**src/design/triangular_matrix_expression_macros.svh**
```systemverilog
// Assertion macros for the triangular matrix expression block.
`ifndef TRIANGULAR_MATRIX_EXPRESSION_MACROS_SVH
`define TRIANGULAR_MATRIX_EXPRESSION_MACROS_SVH
`ifndef SYNTH
`define TME_ASSERT_IMP(lbl, ante, cons, msg) \
  lbl: assert property (@(posedge clk) disable iff (rst) (ante) |-> (cons)) else $error(msg);
`define TME_ASSERT_NEXT(lbl, ante, cons, msg) \
  lbl: assert property (@(posedge clk) disable iff (rst) (ante) |=> (cons)) else $error(msg);
`else
`define TME_ASSERT_IMP(lbl, ante, cons, msg)
`define TME_ASSERT_NEXT(lbl, ante, cons, msg)
`endif
`endif

```
**src/design/tme_pkg.sv**
```systemverilog
// Shared constants and types of the triangular matrix expression block.
`timescale 1ns / 1ps
package tme_pkg;
  localparam int MAX_DIM_DEF = 64;
  localparam int SIZE_W = 7;
  localparam int IDX_W = 6;
  localparam int VAL_W = 16;
  localparam int SUM_W = 39;
  localparam int RES_W = 61;
  localparam int OUT_W = 64;
  localparam int PROD_W = SUM_W + VAL_W;
  localparam logic [SIZE_W-1:0] SIZE_RESET = 7'd64;
  localparam logic [1:0] CMD_LOAD_A = 2'd0;
  localparam logic [1:0] CMD_LOAD_B = 2'd1;
  localparam logic [1:0] CMD_COMPUTE = 2'd2;
  localparam logic [1:0] CMD_READ = 2'd3;
  typedef struct packed {
    logic valid;
    logic first;
    logic last;
    logic phase2;
  } tme_tag_t;
endpackage

```
**src/design/tme_mac.sv**
```systemverilog
// Shared multiply-accumulate unit used by both matrix products.
`timescale 1ns / 1ps
module tme_mac #(
  parameter int AW = 12
) (
  input  logic                             clk,
  input  logic                             rst,
  input  tme_pkg::tme_tag_t                tag_in,
  input  logic [AW-1:0]                    dest_in,
  input  logic [tme_pkg::VAL_W-1:0]        a_rd,
  input  logic [tme_pkg::VAL_W-1:0]        b_rd,
  input  logic [tme_pkg::SUM_W-1:0]        s_rd,
  output logic                             s_we,
  output logic                             c_we,
  output logic [AW-1:0]                    wr_addr,
  output logic [tme_pkg::RES_W-1:0]        wr_data
);
  tme_pkg::tme_tag_t                  tag1;
  tme_pkg::tme_tag_t                  tag2;
  logic [AW-1:0]                      dest1;
  logic [AW-1:0]                      dest2;
  logic signed [tme_pkg::SUM_W-1:0]   x_op;
  logic signed [tme_pkg::VAL_W-1:0]   y_op;
  logic signed [tme_pkg::PROD_W-1:0]  prod_next;
  logic signed [tme_pkg::PROD_W-1:0]  prod;
  logic [tme_pkg::RES_W-1:0]          prod_ext;
  logic [tme_pkg::RES_W-1:0]          acc;
  logic [tme_pkg::RES_W-1:0]          acc_next;

  always_comb begin
    x_op = tag1.phase2 ? s_rd
                       : {{(tme_pkg::SUM_W - tme_pkg::VAL_W){a_rd[tme_pkg::VAL_W-1]}}, a_rd};
    y_op = b_rd;
    prod_next = x_op * y_op;
    prod_ext = {{(tme_pkg::RES_W - tme_pkg::PROD_W){prod[tme_pkg::PROD_W-1]}}, prod};
    acc_next = tag2.first ? prod_ext : acc + prod_ext;
  end

  assign s_we = tag2.valid && tag2.last && !tag2.phase2;
  assign c_we = tag2.valid && tag2.last && tag2.phase2;
  assign wr_addr = dest2;
  assign wr_data = acc_next;

  always_ff @(posedge clk) begin
    if (rst) begin
      tag1 <= '0;
      tag2 <= '0;
    end else begin
      tag1 <= tag_in;
      tag2 <= tag1;
    end
    dest1 <= dest_in;
    dest2 <= dest1;
    prod <= prod_next;
    if (tag2.valid) begin
      acc <= acc_next;
    end
  end
endmodule

```
**config.mk**
```make
export PLATFORM = sky130hd
export DESIGN_NAME = tme_mac
export DESIGN_NICKNAME = d
export VERILOG_FILES = /design/src/design/triangular_matrix_expression_macros.svh /design/src/design/tme_pkg.sv /design/src/design/tme_mac.sv
export SDC_FILE = /design/constraint.sdc
export NUM_CORES = 2
export LEC_CHECK = 0
export BUFFER_PORTS_ARGS = -buffer_cell sky130_fd_sc_hd__clkbuf_2
export CAP_MARGIN = 20
export CORE_UTILIZATION = 30
export DETAILED_ROUTE_END_ITERATION = 7
export GPL_TIMING_DRIVEN = 1
export PLACE_DENSITY_LB_ADDON = 0.15
export RECOVER_POWER = 50
export SETUP_SLACK_MARGIN = 0.4
export SKIP_LAST_GASP = 1
export SLEW_MARGIN = 25
export SYNTH_ARGS = -nofsm -noshare
export SYNTH_HDL_FRONTEND = slang
export SYNTH_SLANG_ARGS = --single-unit
```
**constraint.sdc**
```tcl
create_clock -name clk -period 7.4 [get_ports clk]
set_input_delay 0 -clock clk [delete_from_list [all_inputs] [get_ports clk]]
set_output_delay 0 -clock clk [all_outputs]
set_load 0.01 [all_outputs]
```
# Word level (Yosys, flattened, before mapping)

Index checks and enable logic that the tools add are counted.

Multiply operators: 1
Reductions and logical operators: 4
Add/sub/neg operators: 1
Multiplexer cells: 2

Operator list:

| kind                                           | number |
|---|---|
| 61-bit adder                                   | 1 |
| 61-bit two-way mux                             | 1 |
| 39-bit by 16-bit multiplier with 55-bit output | 1 |
| 39-bit two-way mux                             | 1 |
| 1-bit logical AND                              | 3 |
| 1-bit zero test                                | 1 |

Input port bits: 89
Output and inout bits: 75
Flip-flop bits (word level): 148

# Logic depth before layout (Yosys ltp)

Word-level depth: 2
Depth in mapped cells: 29

# Worst setup path after synthesis

No wires, ideal clock.

Path type: register -> register
Start point: register tag1[0] (netlist bit)
End point: register prod[40] (netlist bit)
Setup slack: 0.330 ns
Stages on the path, launching flop included: 27
Data arrival time: 6.974 ns
Clock period less this slack: 7.070 ns
Required time: 7.305 ns
Path buffers: 3
Library setup time: 0.095 ns
Cells stage by stage: dfxtp_1 clkbuf_1 clkbuf_1 nand2_1 nand2_1 clkbuf_1 nand2_1 fa_1 fa_1 fa_1 inv_1 fa_1 fa_1 inv_1 fa_1 inv_1 ha_1 and3_1 nand4_1 and2b_1 o311ai_2 a31oi_1 a41o_2 a31oi_4 o21ai_2 a2111o_1 o311ai_1

Cells in the longest elaborated chain, start to end: 2

Ends and longest elaborated chain:

| element                                        | RTL line      | source |
|---|---|---|
| from (decl)                                    | tme_mac.sv:18 | `tme_pkg::tme_tag_t tag1;` |
| from (signal assigned)                         | tme_mac.sv:49 | `tag1 <= tag_in;` |
| 39-bit two-way mux                             | tme_mac.sv:31 | `x_op = tag1.phase2 ? s_rd` |
| 39-bit by 16-bit multiplier with 55-bit output | tme_mac.sv:34 | `prod_next = x_op * y_op;` |
| named net prod_next (one bit)                  | tme_mac.sv:24 | `logic signed [tme_pkg::PROD_W-1:0] prod_next;` |
| to (signal assigned)                           | tme_mac.sv:54 | `prod <= prod_next;` |
| to (decl)                                      | tme_mac.sv:25 | `logic signed [tme_pkg::PROD_W-1:0] prod;` |

The timed path passes the listed nets, and every way through them passes these cells.
A chain may end at the register's enable or synchronous reset.

# Final worst setup path

Start point: register tag1[0] (netlist bit)
End point: register prod[52] (netlist bit)

Same word-level chain as after synthesis.

==> results.ini <==
[run_status]
status = complete, but fails checks
violations = design-rule violations, max-capacitance violations, max-slew violations

[timing]
finClkSkew_ns = 0.0296
relSlewSlack = -1.53
rsz0062_at_grt = yes
setup-violations-final = 0
fmax_mhz = 143
final_max_slew_viol_count = 138
period_share = 0.948
hold_violations = 0
finalCriticalPeriod_ns = 7.02
finalSetupTns_ns = 0
worst_slew_pin_slew_ns = 3.80

[global_routing]
grt_use_met3 = 0.0239
grt_max_degree = 95
global_route.usage.met2 = 0.321
grt_pass1_wl_um = 142000
grt_antenna_before_repair = 1
busiest_layer = met2
grt_pass1_vias = 24500
overflow = 0
grtUsageMet1 = 0.254
grtUsageTotal = 0.188

[worst_hold_path]
hp-start = dest_in[8]
hold_depth = 2
min_path_type = input pin to flop
whs_endpoint = dest1[8]

[clock_network]
cts_tree = done
cts_buffers = 17
cts.clk_slew.worst_paths_ns = 0.09
cts_max_path_buffers = 2
cts_sinks = 148
clock_latency_ns = 0.46
root_buffer = clkbuf_16
htreeDepth = 4

[worst_setup_path]
worstPathMaxFanout = 7
critical_path_class = flop to flop
r2r_end = prod[52]
max_stage_delay_ns = 0.55
rr_startpoint = tag1[0]
arrival_ns = 7.33
crit_path_frequent_cell = fa_1
worst_ep_required_time_ns = 7.72
cp-start-kind = flop
r2r_setup_slack_ns = 0.38
setup.worst_path.end_class = flop
reg2reg_depth = 25
slowest_stage = fa_1

[synth]
ys_types = 74
synth_most_common_cell = inv_1
synth.avg_cell_area_um2 = 8.79
ys_seq_area_frac = 0.122
netlist_top_cells_area = fa_1 40%, inv_1 9.7%, ha_1 8.0%
synth_edf_count = 61
synth_seq_cells = 148
yosys.area.top_type = fa_1
async_reset_ff_frac = 0
yosysWarnings = 0
yosys_most_used_dff = dfxtp_1
syn_inst = 3342
synth_top_area_frac = 0.399
syn_area_um2 = 29400
yosys-top-cells-count = 758 x inv_1, 585 x fa_1, 547 x nand2_1
synth_nets = 4204

[final_layout]
drive_gt1_frac = 0.133
areaGrowthSynthToFinish_pct = 16.6
postLayoutCoreUtil = 0.354
fin_nets = 4428
final_cell_area_um2 = 34300
fin_cells = 4856

[routing]
wl_um = 91600
drtIter0Drc = 1238
drt_pass1_iterations = 7
drt-vias-per-instance = 4.63
post_drt_wl_per_cell_um = 18.9
drc = 56
ant_nets = 0
routed-via-count = 22500

[placed_design]
hpwl_um = 74000
gp_congestion = 0.840
dpl_cell_area_um2 = 32100
io_buffer_count = 163
dp_cells = 4749

[floorplanning]
dieArea_um2 = 99200
core_area_um2 = 96900
dieHeight_um = 315
start_util = 0.303
num_rows = 114
boundaryPins = 164
die_w_um = 315

[flow_run]
cap_violations = 2

## through the flow
step	worst slack, ns	hold WS (ns)
after CTS	0.321	0.160
after global placement	0.162	0.103
final	0.385	0.193
after floorplan	0.451	0.0277
after detailed placement	0.0205	0.104
after global routing	0.113	0.173
## layout make-up
type | count | area [µm²]
Clock buffer | 19 | 475
Clock inverter | 13 | 113
Antenna cell | 1 | 2.50
Timing Repair Buffer | 345 | 2480
Multi-Input combinational cell | 2296 | 23200
Sequential cell | 148 | 3570
Tap cell | 1276 | 1600
Fill cell | 10200 | 62600
Inverter | 758 | 2850
## how the worst max path moves through the flow
stage                to    start  cells after the start
3_5_place_dp   prod[52]  tag1[0]                     24
6_report       prod[52]  tag1[0]                     25
4_1_cts        prod[52]  tag1[0]                     24
2_1_floorplan  prod[40]  tag1[0]                     26
5_1_grt        prod[52]  tag1[0]                     28
3_3_place_gp   prod[52]  tag1[0]                     27
## sequential cells by signal, indices dropped and copies added (netlist names)
signal and count:
acc 61, prod 55, dest1 12, wr_addr 12
tag1 4, tag2 4
## routing by layer
layer / vias up / part of all wire
li1: 10600 / -
met1: 11300 / 0.46
met2: 429 / 0.48
met3: 80 / 0.042
met4: 0 / 0.017
met5: - / 0
## worst max-delay path, delay by kind of cell, from the launching register on
family	cells	cell delay, ns
buffers and inverters	8	0.87
DFF	1	0.42
and+or+nand+nor	3	0.54
adders and majority gates	7	3.23
muxes	1	0.35
AOI/OAI and AO/OA	6	1.43
## layout by cell type, fill, tap and decap left out, drive strengths merged, types with 6 or more instances in the layout
cell and instances:
nand2b 12, nor3 10, o21ai 103, ha 188, xor2 35, a21o 73
and2 192, nand3 25, dlygate4sd3 20, nand4 22, clkinv 6, o31ai 13
xnor2 67, fa 585, o21a 7, and3 15, a31o 6, edfxtp 61
nor2 93, o21bai 20, dfxtp 87, mux2 21, nor2b 26, a211oi 13
a31oi 18, clkbuf 188, inv 765, buf 156, a21oi 127, nand2 547
## cell families after synthesis
family                     after synthesis  synth area share
xor gates and xnor gates               102            0.0304
DFF                                    148             0.122
and+or+nand+nor                        958             0.149
adders and majority gates              773             0.479
AOI/OAI and AO/OA                      440            0.0987
muxes                                   18           0.00681
buffers and inverters                  903             0.115
## timing repair
action | in CTS | in global routing
hold endpoints to repair | 19 | 0
setup buffers | 13 | 29
hold buffers | 20 | 0
resized for setup | 56 | 132
pin swaps | 12 | 31
gates cloned | 2 | 9
endpoints found under the setup margin | 17 | 20
Power is left out: the tool's default activity adds up to more than one toggle a clock period on the data nets, which glitch-free logic cannot reach.
