[src/design/triangular_matrix_expression_macros.svh]
// Assertion macros for the triangular matrix expression block.
`ifndef TRIANGULAR_MATRIX_EXPRESSION_MACROS_SVH
`define TRIANGULAR_MATRIX_EXPRESSION_MACROS_SVH
`ifndef SYNTH
`define TME_ASSERT_IMP(lbl, ante, cons, msg) \
  lbl: assert property (@(posedge clk) disable iff (rst) (ante) |-> (cons)) else $error(msg);
`define TME_ASSERT_NEXT(lbl, ante, cons, msg) \
  lbl: assert property (@(posedge clk) disable iff (rst) (ante) |=> (cons)) else $error(msg);
`else
`define TME_ASSERT_IMP(lbl, ante, cons, msg)
`define TME_ASSERT_NEXT(lbl, ante, cons, msg)
`endif
`endif

[src/design/tme_pkg.sv]
// Shared constants and types of the triangular matrix expression block.
`timescale 1ns / 1ps
package tme_pkg;
  localparam int MAX_DIM_DEF = 64;
  localparam int SIZE_W = 7;
  localparam int IDX_W = 6;
  localparam int VAL_W = 16;
  localparam int SUM_W = 39;
  localparam int RES_W = 61;
  localparam int OUT_W = 64;
  localparam int PROD_W = SUM_W + VAL_W;
  localparam logic [SIZE_W-1:0] SIZE_RESET = 7'd64;
  localparam logic [1:0] CMD_LOAD_A = 2'd0;
  localparam logic [1:0] CMD_LOAD_B = 2'd1;
  localparam logic [1:0] CMD_COMPUTE = 2'd2;
  localparam logic [1:0] CMD_READ = 2'd3;
  typedef struct packed {
    logic valid;
    logic first;
    logic last;
    logic phase2;
  } tme_tag_t;
endpackage

[src/design/tme_seq.sv]
// Sequencer that walks both matrix products and issues store addresses.
`timescale 1ns / 1ps
module tme_seq #(
  parameter int IW = 6
) (
  input  logic              clk,
  input  logic              rst,
  input  logic              start,
  input  logic [IW-1:0]     n_last,
  output logic              busy,
  output logic              done,
  output logic [2*IW-1:0]   a_raddr,
  output logic [2*IW-1:0]   b_raddr,
  output logic [2*IW-1:0]   s_raddr,
  output logic [2*IW-1:0]   dest_addr,
  output tme_pkg::tme_tag_t tag
);
  localparam logic [2:0] S_IDLE = 3'd0;
  localparam logic [2:0] S_P1 = 3'd1;
  localparam logic [2:0] S_D1 = 3'd2;
  localparam logic [2:0] S_P2 = 3'd3;
  localparam logic [2:0] S_D2 = 3'd4;

  logic [2:0]    state;
  logic [IW-1:0] i;
  logic [IW-1:0] j;
  logic [IW-1:0] k;
  logic          term;
  logic [1:0]    drain;

  assign busy = (state != S_IDLE);
  assign done = (state == S_D2) && (drain == 2'd2);
  assign a_raddr = term ? {k, j} : {k, i};
  assign b_raddr = (state == S_P2) ? {j, k} : (term ? {i, k} : {k, j});
  assign s_raddr = {i, k};
  assign dest_addr = {i, j};

  always_comb begin
    tag.valid = (state == S_P1) || (state == S_P2);
    tag.phase2 = (state == S_P2);
    if (state == S_P2) begin
      tag.first = (k == '0);
      tag.last = (k == n_last);
    end else begin
      tag.first = !term && (k == '0);
      tag.last = term && (k == j);
    end
  end

  always_ff @(posedge clk) begin
    if (rst) begin
      state <= S_IDLE;
      i <= '0;
      j <= '0;
      k <= '0;
      term <= 1'b0;
      drain <= '0;
    end else begin
      unique case (state)
        S_IDLE: begin
          i <= '0;
          j <= '0;
          k <= '0;
          term <= 1'b0;
          drain <= '0;
          if (start) begin
            state <= S_P1;
          end
        end
        S_P1: begin
          if (!term) begin
            if (k == i) begin
              term <= 1'b1;
              k <= '0;
            end else begin
              k <= k + 1'b1;
            end
          end else if (k == j) begin
            term <= 1'b0;
            k <= '0;
            if (j == n_last) begin
              j <= '0;
              if (i == n_last) begin
                i <= '0;
                state <= S_D1;
              end else begin
                i <= i + 1'b1;
              end
            end else begin
              j <= j + 1'b1;
            end
          end else begin
            k <= k + 1'b1;
          end
        end
        S_D1: begin
          drain <= drain + 1'b1;
          if (drain == 2'd2) begin
            drain <= '0;
            state <= S_P2;
          end
        end
        S_P2: begin
          if (k == n_last) begin
            k <= '0;
            if (j == n_last) begin
              j <= '0;
              if (i == n_last) begin
                i <= '0;
                state <= S_D2;
              end else begin
                i <= i + 1'b1;
              end
            end else begin
              j <= j + 1'b1;
            end
          end else begin
            k <= k + 1'b1;
          end
        end
        S_D2: begin
          drain <= drain + 1'b1;
          if (drain == 2'd2) begin
            drain <= '0;
            state <= S_IDLE;
          end
        end
        default: begin
          state <= S_IDLE;
        end
      endcase
    end
  end
endmodule

[config.mk]
export PLATFORM = sky130hd
export DESIGN_NAME = tme_seq
export DESIGN_NICKNAME = d
export VERILOG_FILES = /design/src/design/triangular_matrix_expression_macros.svh /design/src/design/tme_pkg.sv /design/src/design/tme_seq.sv
export SDC_FILE = /design/constraint.sdc
export NUM_CORES = 1
export LEC_CHECK = 0
export BUFFER_PORTS_ARGS = -buffer_cell sky130_fd_sc_hd__buf_2
export CAP_MARGIN = 0
export CORE_ASPECT_RATIO = 0.6
export CORE_UTILIZATION = 51
export CTS_BUF_LIST = sky130_fd_sc_hd__clkbuf_8
export CTS_CLUSTER_DIAMETER = 100
export DETAILED_ROUTE_END_ITERATION = 8
export PLACE_DENSITY = 0.89
export SYNTH_ARGS = -nofsm -noshare
export SYNTH_HDL_FRONTEND = slang
export SYNTH_SLANG_ARGS = --single-unit
[constraint.sdc]
create_clock -name clk -period 2.76 [get_ports clk]
set_input_delay 0.138 -clock clk [delete_from_list [all_inputs] [get_ports clk]]
set_output_delay 0.138 -clock clk [all_outputs]
set_load 0.05 [all_outputs]
== Word-level counts from Yosys, hierarchy flattened ==
Cells that the tools add are included.

* Output and inout bits: 54
* Register bits: 24
* Word-level logic and storage cells: 81
* Input port bits: 9

* $add $sub $neg: 4
* Equality and inequality tests: 20
* Reductions and logical operators: 14
* Multiplexer cells: 37

{| class="wikitable"
|+ Operator list
! cell !! count
|-
| 2-to-1 mux 6 bit || 14
|-
| case mux 6 bit (3 select lines) || 3
|-
| == test 6 bit || 5
|-
| 2-to-1 mux 3 bit || 10
|-
| 2-to-1 mux 12 bit || 2
|-
| adder 6 x 1 -> 6 bit (second input constant) || 3
|-
| case mux 3 bit (5 select lines) || 1
|-
| != test 2 x 1 -> 1 bit (second input constant) || 7
|-
| AND reduction 10 bit || 1
|-
| == test 3 x 2 -> 1 bit (second input constant) || 2
|-
| zero test 6 bit || 1
|-
| != test 2 bit (second input constant) || 3
|-
| nonzero test 3 bit || 2
|-
| 2-to-1 mux 2 bit || 2
|-
| case mux 2 bit (2 select lines) || 1
|-
| AND reduction 4 bit || 1
|-
| nonzero test 2 bit || 2
|-
| == test 3 x 1 -> 1 bit (second input constant) || 1
|-
| == test 3 bit (second input constant) || 1
|-
| logical AND 1 bit || 3
|-
| zero test 3 bit || 1
|-
| 2-to-1 mux 1 bit || 3
|-
| adder 2 x 1 -> 2 bit (second input constant) || 1
|-
| == test 2 bit (second input constant) || 1
|-
| 4 further kinds || 4
|}

== Longest topological paths before layout ==
* Depth after elaboration: 6
* Mapped depth: 10
* Gate-level depth less buffers: 8

== Least setup slack after synthesis ==
OpenSTA, ideal clock, no wires.

* Path type: register -> output
* Start: register state[0]
* End: output port b_raddr[10]
* Buffers on the path: 2
* Data required time: 2.622 ns
* Stages on the path, launching flop included: 8
* Arrival: 2.599 ns
* Path slack: 0.023 ns
* Cells stage by stage: dfxtp_1 > buf_2 > nand2b_1 > inv_2 > nand2_1 > clkinv_1 > clkbuf_1 > o21ai_0

{| class="wikitable"
|+ RTL lines
! element !! line !! text
|-
| start, declared || tme_seq.sv:24 || <nowiki>logic [2:0] state;</nowiki>
|-
| start signal, assigned || tme_seq.sv:52 || <nowiki>state <= S_IDLE;</nowiki>
|-
| start signal, assigned || tme_seq.sv:67 || <nowiki>state <= S_P1;</nowiki>
|-
| start signal, assigned || tme_seq.sv:85 || <nowiki>state <= S_D1;</nowiki>
|-
| end, declared || tme_seq.sv:13 || <nowiki>output logic [2*IW-1:0] b_raddr,</nowiki>
|}

== Worst setup path in the final report ==
* Start: register state[2]
* End: output port b_raddr[4]

* Cells in the longest elaborated chain, start to end: 2

{| class="wikitable"
|+ Ends and longest elaborated chain
! element !! line !! text
|-
| == test 3 x 2 -> 1 bit || tme_seq.sv:34 || <nowiki>assign b_raddr = (state == S_P2) ? {j, k} : (term ? {i, k} : {k, j});</nowiki>
|-
| 2-to-1 mux 12 bit || tme_seq.sv:34 ||
|}

Every way passes these cells.

==> run metrics <==
CP startpoint state[2]; Syn Area/Cell about 7.6 um^2; total track usage about 30%; die footprint ~4400 um^2; synthesized net count ~290; PD cells 589 nW/um^2; postcts setup bufs 0; Post-DP Area about 2300 um^2; peak supply drop ~360 uV; Largest delay share family, worst path buffers and inverters; # IOs 63; Worst R2R Setup Slack ~0.23 ns; P_leak approximately 1.1 nW; Critical Path Sink b_raddr[4]; Worst-Skew Late Latency approximately 0.28 ns; post-cts resize count 0; cell count of the worst reg-to-reg path 6; worst path required time 2.62 ns; top post-synthesis cells by area dfxtp_1, xnor2_1, nand2_1; GR Overflow Total 0; setup tns final 0 ns; Die W approximately 85 um; Final Cell Area ~2400 um^2; final period demand of the worst path 2.58 ns; reg2reg end i[0]; share of layout cells above drive strength 1 between 20% and 30%; Area Overhead vs Synth 14.3%; Pwr Total 0.00142 W; CORE AREA 3810 um^2; Root Driver clkbuf_8; WL final 6110 um; first-pass GRT wire length 9940 um; CTS tree built; crit-path max FO 16; DRC errors left 7; Achievable Freq between 0.3 and 0.4 GHz; yosys warns 0; Via density 6.12; CTS clock-pin slew for the worst setup and hold paths 0.09 ns; DRT Pass-1 Iters 9; slowest stage cell, crit path dfxtp_1; count of pins over their slew limit 0; initial antenna violation count 0; Placer Congestion 0.969; Max stage delay on crit path between 0.5 and 0.6 ns; vias around 2,200; post-synth top area share between 20% and 30%; Max Cap Viol 0; clock sink total 24; Worst EP arrival approximately 2.4 ns; failing checks DRC; RSZ-0062 raised after global routing no; nets 328; Post-synth EDFFs 0; vias in the first global route 1,958; std cell rows 17; critical path class reg2out; Buf+Inv Stages, Crit Path 5; Hold WC Path Type in2reg; setup violators final 0; H-tree Lvls 1; Inserted Clock Buffers 3; most frequent cell after synthesis nand2_1; post-route ant nets 0; n_diodes 0; input/output buffers 62; sequential area share after synthesis between 20 and 25%; initial DRC count 293; Yosys reg bits 24; Synth cell types between 40 and 50; Hold Vio Cnt, Final 0; most area-hungry cell type in the Yosys netlist dfxtp_1; cell mode on critical path buf_4; Mapped Cells ~280; Synth async-reset ratio 0%; Worst Setup Start Kind register; wire per inst 16.9 um; worst-margin pin slew approximately 0.65 ns; critical path cell sequence nand2b_1 -> inv_2 -> nand2_1 -> clkinv_1 -> buf_4 -> nor2_1 -> buf_4 -> mux2_2 -> buf_2; Slew headroom a little under three fifths; CTS Hold Bufs 0; post-DP HPWL ~4500 um; Clock Skews ~0.0052 ns; Die Span Y between 50 and 60 um; Clock Path Buffers 2; FF-to-FF Start k[3]; Final period util between 90 and 100%; Worst setup EP type output port; Synth top cells by count nand2_1, dfxtp_1, xnor2_1, a21oi_1, o21ai_0; largest net degree at the start of global routing 25; starting density of the core ~55%; status finished, violations left; WP depth 9; top_reg_cell synth dfxtp_1; synthesized cell area 2100 um^2
-- registers in the layout, summed over array words and instances, names as in the netlist --
name / cells
drain: 2
i: 6
j: 6
k: 6
state: 3
term: 1
-- metrics by stage --
step	setup WS [ns]	hold slack (ns)	util (%)	std cells
after global routing	0.0387	0.312	63.1	361
final	0.178	0.302	63.1	361
after CTS	0.186	0.280	63.0	361
after floorplan	0.0226	0.327	-	275
after global placement	0.417	0.539	61.5	357
after detailed placement	0.249	0.548	61.5	357
-- report_power, final --
part	leakage (nW)	internal, W	total [W]	switching, W
Combinational	0.839	0.000226	0.000748	0.000523
Sequential	0.194	0.000372	0.000418	0.0000463
Clock	0.0288	0.000128	0.000250	0.000122
Total	1.06	0.000725	0.00142	0.000691
-- worst min-delay path by stage --
stage               startpoint       end  cells past startpoint  slack (ns)
finish                     rst      term                      2        0.30
floorplan                  rst      k[2]                      3        0.33
global placement      drain[1]  drain[1]                      2        0.54
CTS                        rst      term                      2        0.28
global route               rst  state[2]                      2        0.31
detailed placement    drain[1]  drain[1]                      2        0.55
-- worst register-to-register path, stage by stage, from the launching register on --
cell     delay [ns]
dfxtp_1        0.62
xnor2_1        0.18
nand4_1        0.14
o31ai_2        0.47
nand4_1        0.45
or3_1          0.47
a21oi_1        0.14
-- routing by layer --
layer	share of wire, %	track usage, %
met1	43	40.9
met2	43	45.7
met3	12	6.51
met4	1.9	10.2
met5	0	0
-- cell usage in the layout, fill, tap and decap left out, types with 7 or more instances in the layout --
master,n
buf_4,10
mux2i_1,7
buf_2,62
o21ai_0,18
mux2_2,8
nand2_1,26
a21oi_1,19
nor2_1,16
xnor2_1,23
nand3_1,9
xor2_1,7
dfxtp_1,24
-- kinds of logic (layout without fill, tap and decap cells) --
logic type / after synthesis / after routing / share of synthesized area (%)
simple gates: 92 / 92 / 22.6
compound gates: 62 / 62 / 19.2
buf+inv: 46 / 85 / 11.3
xor+xnor: 32 / 32 / 14.0
flops: 24 / 24 / 22.9
mux: 15 / 15 / 7.62
fa+ha+maj: 4 / 4 / 2.38
-- final cells by class --
cell class | instances | area (um^2)
multi-input combinational | 205 | 1390
tap | 47 | 58.8
timing repair buffer | 72 | 385
sequential | 24 | 480
clock buffer | 4 | 55.1
inverter | 9 | 33.8
fill | 324 | 1410
Power figures use the tool's default switching activity.
